$ cat config.mk
export PLATFORM = sky130hd
export DESIGN_NAME = mses_front
export DESIGN_NICKNAME = d
export VERILOG_FILES = /design/src/rtl/core/mses_pkg.sv /design/src/rtl/core/mses_front.sv
export SDC_FILE = /design/constraint.sdc
export NUM_CORES = 1
export LEC_CHECK = 0
export ABC_CLOCK_PERIOD_IN_PS = 4200
export BUFFER_PORTS_ARGS = -buffer_cell sky130_fd_sc_hd__clkbuf_2
export CORE_MARGIN = 4
export CORE_UTILIZATION = 55
export DETAILED_ROUTE_END_ITERATION = 8
export PLACE_DENSITY_LB_ADDON = 0.1
export SETUP_SLACK_MARGIN = 0.3
export SYNTH_ARGS = -nofsm -noshare
export SYNTH_HDL_FRONTEND = slang
export SYNTH_SLANG_ARGS = --single-unit
export TNS_END_PERCENT = 30
$ cat constraint.sdc
create_clock -name clk -period 4.2 [get_ports clk]
set_input_delay 0.21 -clock clk [delete_from_list [all_inputs] [get_ports clk]]
set_output_delay 0.21 -clock clk [all_outputs]
set_load 0.05 [all_outputs]
$ cat src/rtl/core/mses_pkg.sv
// Shared types, codes and constants of the shortest edit script engine.
package mses_pkg;

	localparam int MAX_LINES_DEF   = 32;
	localparam int SYMBOL_BITS_DEF = 32;

	localparam int KIND_W   = 2;
	localparam int SYM_IN_W = 32;
	localparam int OP_W     = 2;
	localparam int LINE_W   = 6;
	localparam int STAT_W   = 2;

	localparam int QUEUE_DEPTH = 2;
	localparam int QPTR_W      = $clog2(QUEUE_DEPTH);
	localparam int QCNT_W      = $clog2(QUEUE_DEPTH + 1);

	typedef enum logic [KIND_W-1:0] {
		KIND_OLD   = 2'd0,
		KIND_NEW   = 2'd1,
		KIND_START = 2'd2
	} kind_t;

	// The spare kind code, which the engine swallows without a result.
	localparam logic [KIND_W-1:0] KIND_UNUSED = 2'd3;

	typedef enum logic [OP_W-1:0] {
		OP_EQ  = 2'd0,
		OP_INS = 2'd1,
		OP_DEL = 2'd2
	} op_t;

	typedef enum logic [STAT_W-1:0] {
		STAT_NORMAL = 2'd0,
		STAT_EMPTY  = 2'd1,
		STAT_OVF    = 2'd2
	} stat_t;

	// One classified command handed from the front to the back.
	typedef struct packed {
		kind_t                kind;
		logic [SYM_IN_W-1:0]  symbol;
	} cmd_t;

endpackage

$ cat src/rtl/core/mses_front.sv
// Front end: accepts input items, drops unused kinds and queues commands.
module mses_front (
	input  logic                          clk,
	input  logic                          arst_n,
	input  logic                          in_valid,
	output logic                          in_ready,
	input  logic [mses_pkg::KIND_W-1:0]   kind,
	input  logic [mses_pkg::SYM_IN_W-1:0] line_symbol,
	output logic                          q_valid,
	output mses_pkg::cmd_t                q_cmd,
	input  logic                          q_pop
);

	mses_pkg::cmd_t                 entries_q [mses_pkg::QUEUE_DEPTH];
	logic [mses_pkg::QPTR_W-1:0]    wr_ptr_q;
	logic [mses_pkg::QPTR_W-1:0]    rd_ptr_q;
	logic [mses_pkg::QCNT_W-1:0]    count_q;
	logic                           known;
	logic                           push;
	logic                           pop;

	// Only the three defined kinds become commands; the spare code is swallowed.
	assign known = (kind == mses_pkg::KIND_OLD) || (kind == mses_pkg::KIND_NEW) ||
		(kind == mses_pkg::KIND_START);

	assign in_ready = (count_q != mses_pkg::QCNT_W'(mses_pkg::QUEUE_DEPTH));
	assign push     = in_valid && in_ready && known;
	assign q_valid  = (count_q != '0);
	assign pop      = q_pop && q_valid;
	assign q_cmd    = entries_q[rd_ptr_q];

	always_ff @(posedge clk) begin
		if (push) begin
			entries_q[wr_ptr_q] <= '{kind: mses_pkg::kind_t'(kind), symbol: line_symbol};
		end
	end

	always_ff @(posedge clk or negedge arst_n) begin
		if (!arst_n) begin
			wr_ptr_q <= '0;
			rd_ptr_q <= '0;
			count_q  <= '0;
		end else begin
			if (push) begin
				wr_ptr_q <= mses_pkg::QPTR_W'(wr_ptr_q + 1'b1);
			end
			if (pop) begin
				rd_ptr_q <= mses_pkg::QPTR_W'(rd_ptr_q + 1'b1);
			end
			if (push && !pop) begin
				count_q <= count_q + 1'b1;
			end else if (pop && !push) begin
				count_q <= count_q - 1'b1;
			end
		end
	end

endmodule

==> results.toml <==
[timing]
slew-limit-headroom = 0.283
fmax_mhz = 442
hold_viol_final = 0
finalCriticalPeriod_ns = 2.26
tns_ns = 0
finalSetupViolCount = 0
tightest_slew_ns = 1.08
rsz0062_at_grt = "no"
fin_crit_sh = 0.539
hold_ws_ns = 0.0760
timing.final.max_slew_violations = 0
finClkSkew_ns = 0.00622
finalWorstSetupSlack_ns = 1.94

[placement]
dp_slack_ns = 2.24
placedCellCount = 262
gp_congestion = 0.646
portBuffers = 73
dp_hpwl_um = 2960

[pwr]
combPwrFrac = 0.417
ir_drop_v = 0.000592
power_frac_seq = 0.420
power.leakage_nw = 1.37
cellPowerDensity_mw_per_mm2 = 765
p_sw_mw = 1.05
power.share.switching = 0.409
clockPowerShare = 0.163
p_int_mw = 1.52
finalPower_mw = 2.57

[logic_synthesis]
ys_seq_area_frac = 0.762
ys_ff_latch = 72
synth_area_mm2 = 0.00281
synth_warnings = 0
syn_area_per_cell_um2 = 22.3
synth_nets = 165
ys_types = 15
netlist_instances = 126

[layout]
drive_gt1_frac = 0.576
fin_nets = 246
area_growth_pct = 19.5
diodes = 0
fin_cells = 277

[setup_path]
end_kind = "output port"
worst-path-max-fanout = 35
worstPathArrival_ns = 2.05
crit_type = "reg -> out"
cp.required_ns = 3.99
critPathLaunchType = "flop"

[die]
ios = 74
die_w_um = 79.5
die-area_mm2 = 0.00632
core_area_mm2 = 0.00485
row_count = 25
die_h_um = 79.5
initial_utilization = 0.580

[routing]
ant_nets = 0
vias_per_cell = 4.86
wl_per_cell_um = 15.8
wl_um = 4390
first_pass_iters = 4
dr_total_vias = 1347
drt_iter0_drc = 121
drc = 0

[clock_tree]
cts_buffer_depth = 2
cts_resized = 0
post_cts_buffers = 0
cts_sinks = 72
root_buffer = "clkbuf_8"
cts_tree = "yes"
clkSlewWorstSetupHoldPaths_ns = 0.07
htreeDepth = 3
cts_buffers = 9
clk_latency_ns = 0.32

[grt]
grt_usage = 0.150
grt_max_degree = 36
antenna_found_initial = 0
grt_pass1_wl_um = 6920
gr-total-overflow = 0
grt_pass1_vias = 1443

[hold_path]
hold_path.class = "in -> reg"

[job]
cap_violations = 0

[outcome]
status = "finished clean"
layout by cell type, fill, tap and decap left out, drive strengths merged:
cell,synthesis,final
edfxtp,68,68
or2,1,1
dfrtp,4,4
nand2b,1,1
clkinv,0,2
nand3,1,1
xnor2,3,3
nand2,2,2
nor2,3,3
inv,2,2
clkbuf,0,85
ha,1,1
xor2,2,2
mux2,34,34
dlygate4sd3,0,1
worst paths after layout:
kind                                              end  slack, ns                    from  cells past startpoint
min reg2reg                    count_q[1]$_DFFE_PN0P_       0.50  count_q[1]$_DFFE_PN0P_                      1
max                                         q_cmd[16]       1.94    rd_ptr_q$_DFFE_PN0P_                      2
min                        entries_q[1][25]$_DFFE_PP_       0.08         line_symbol[25]                      1
max in group asynchronous        rd_ptr_q$_DFFE_PN0P_       3.81                  arst_n                      2
min in group asynchronous        wr_ptr_q$_DFFE_PN0P_       0.25                  arst_n                      2
max reg2reg                entries_q[1][12]$_DFFE_PP_       2.26  count_q[0]$_DFFE_PN0P_                      3
Yosys cell counts:
library cell	n	area [um2]
ha_1	1	12.5
inv_1	2	7.51
nand2b_1	1	6.26
buf_6	1	11.3
nand3_2	1	10.0
dfrtp_1	4	100
edfxtp_1	68	2040
nand2_1	2	7.51
mux2_4	29	435
or2_1	1	6.26
xor2_1	2	17.5
mux2_2	5	56.3
nor2_1	3	11.3
xnor2_1	3	26.3
buf_12	3	60.1
power groups by stage:
stage	sequential (mW)	clock (mW)	combinational (mW)
floorplan	0.997	0	1.03
global placement	1.08	0	1.07
detailed placement	1.10	0	1.09
CTS	1.08	0.427	1.09
global route	1.10	0.458	1.12
finish	1.08	0.418	1.07
worst max-delay path: stages (launching register included):
cell	delay, ns
dfrtp_2	1.08
mux2_2	0.42
clkbuf_2	0.24
layout make-up:
class	count	area (um2)
clock buffer	12	135
sequential	72	2140
inverter	2	7.51
multi-input combinational	48	604
fill	327	1490
timing repair buffer	74	375
tap	67	83.8
clock inverter	2	8.76
sequential cells by signal, indices dropped and copies added, names as in the netlist:
name	count
entries_q	68
count_q	2
rd_ptr_q	1
wr_ptr_q	1
per-layer routing:
| metal | vias up | global-route usage | share of wire |
|---|---|---|---|
| met3 | 7 | 0.0485 | 0.066 |
| met2 | 48 | 0.250 | 0.52 |
| met1 | 649 | 0.174 | 0.40 |
| li1 | 643 | - | - |
| met4 | 0 | 0.0722 | 0.010 |
| met5 | - | 0 | 0 |
per-stage QoR:
step,instance area (um2),utilization
CTS,3360,0.693
floorplan,2810,-
finish,3360,0.693
detailed placement,3200,0.661
global placement,3200,0.661
global route,3360,0.693
timing repair:
| item | 4_1_cts | 5_1_grt |
|---|---|---|
| hold buffers | 1 | 0 |
| hold endpoints to repair | 4 | 0 |
| endpoints found under the setup margin | 0 | 0 |
cell families (layout without fill, tap and decap cells):
kind of cell	count (synthesis)	count (layout)	share of synthesized area
XOR/XNOR	5	5	0.0156
adder cells (fa/ha/maj)	1	1	0.00445
buffers and inverters	6	90	0.0281
flip-flops	72	72	0.762
multiplexers	34	34	0.175
AND/OR/NAND/NOR	8	8	0.0147
Power figures use the tool's default switching activity.
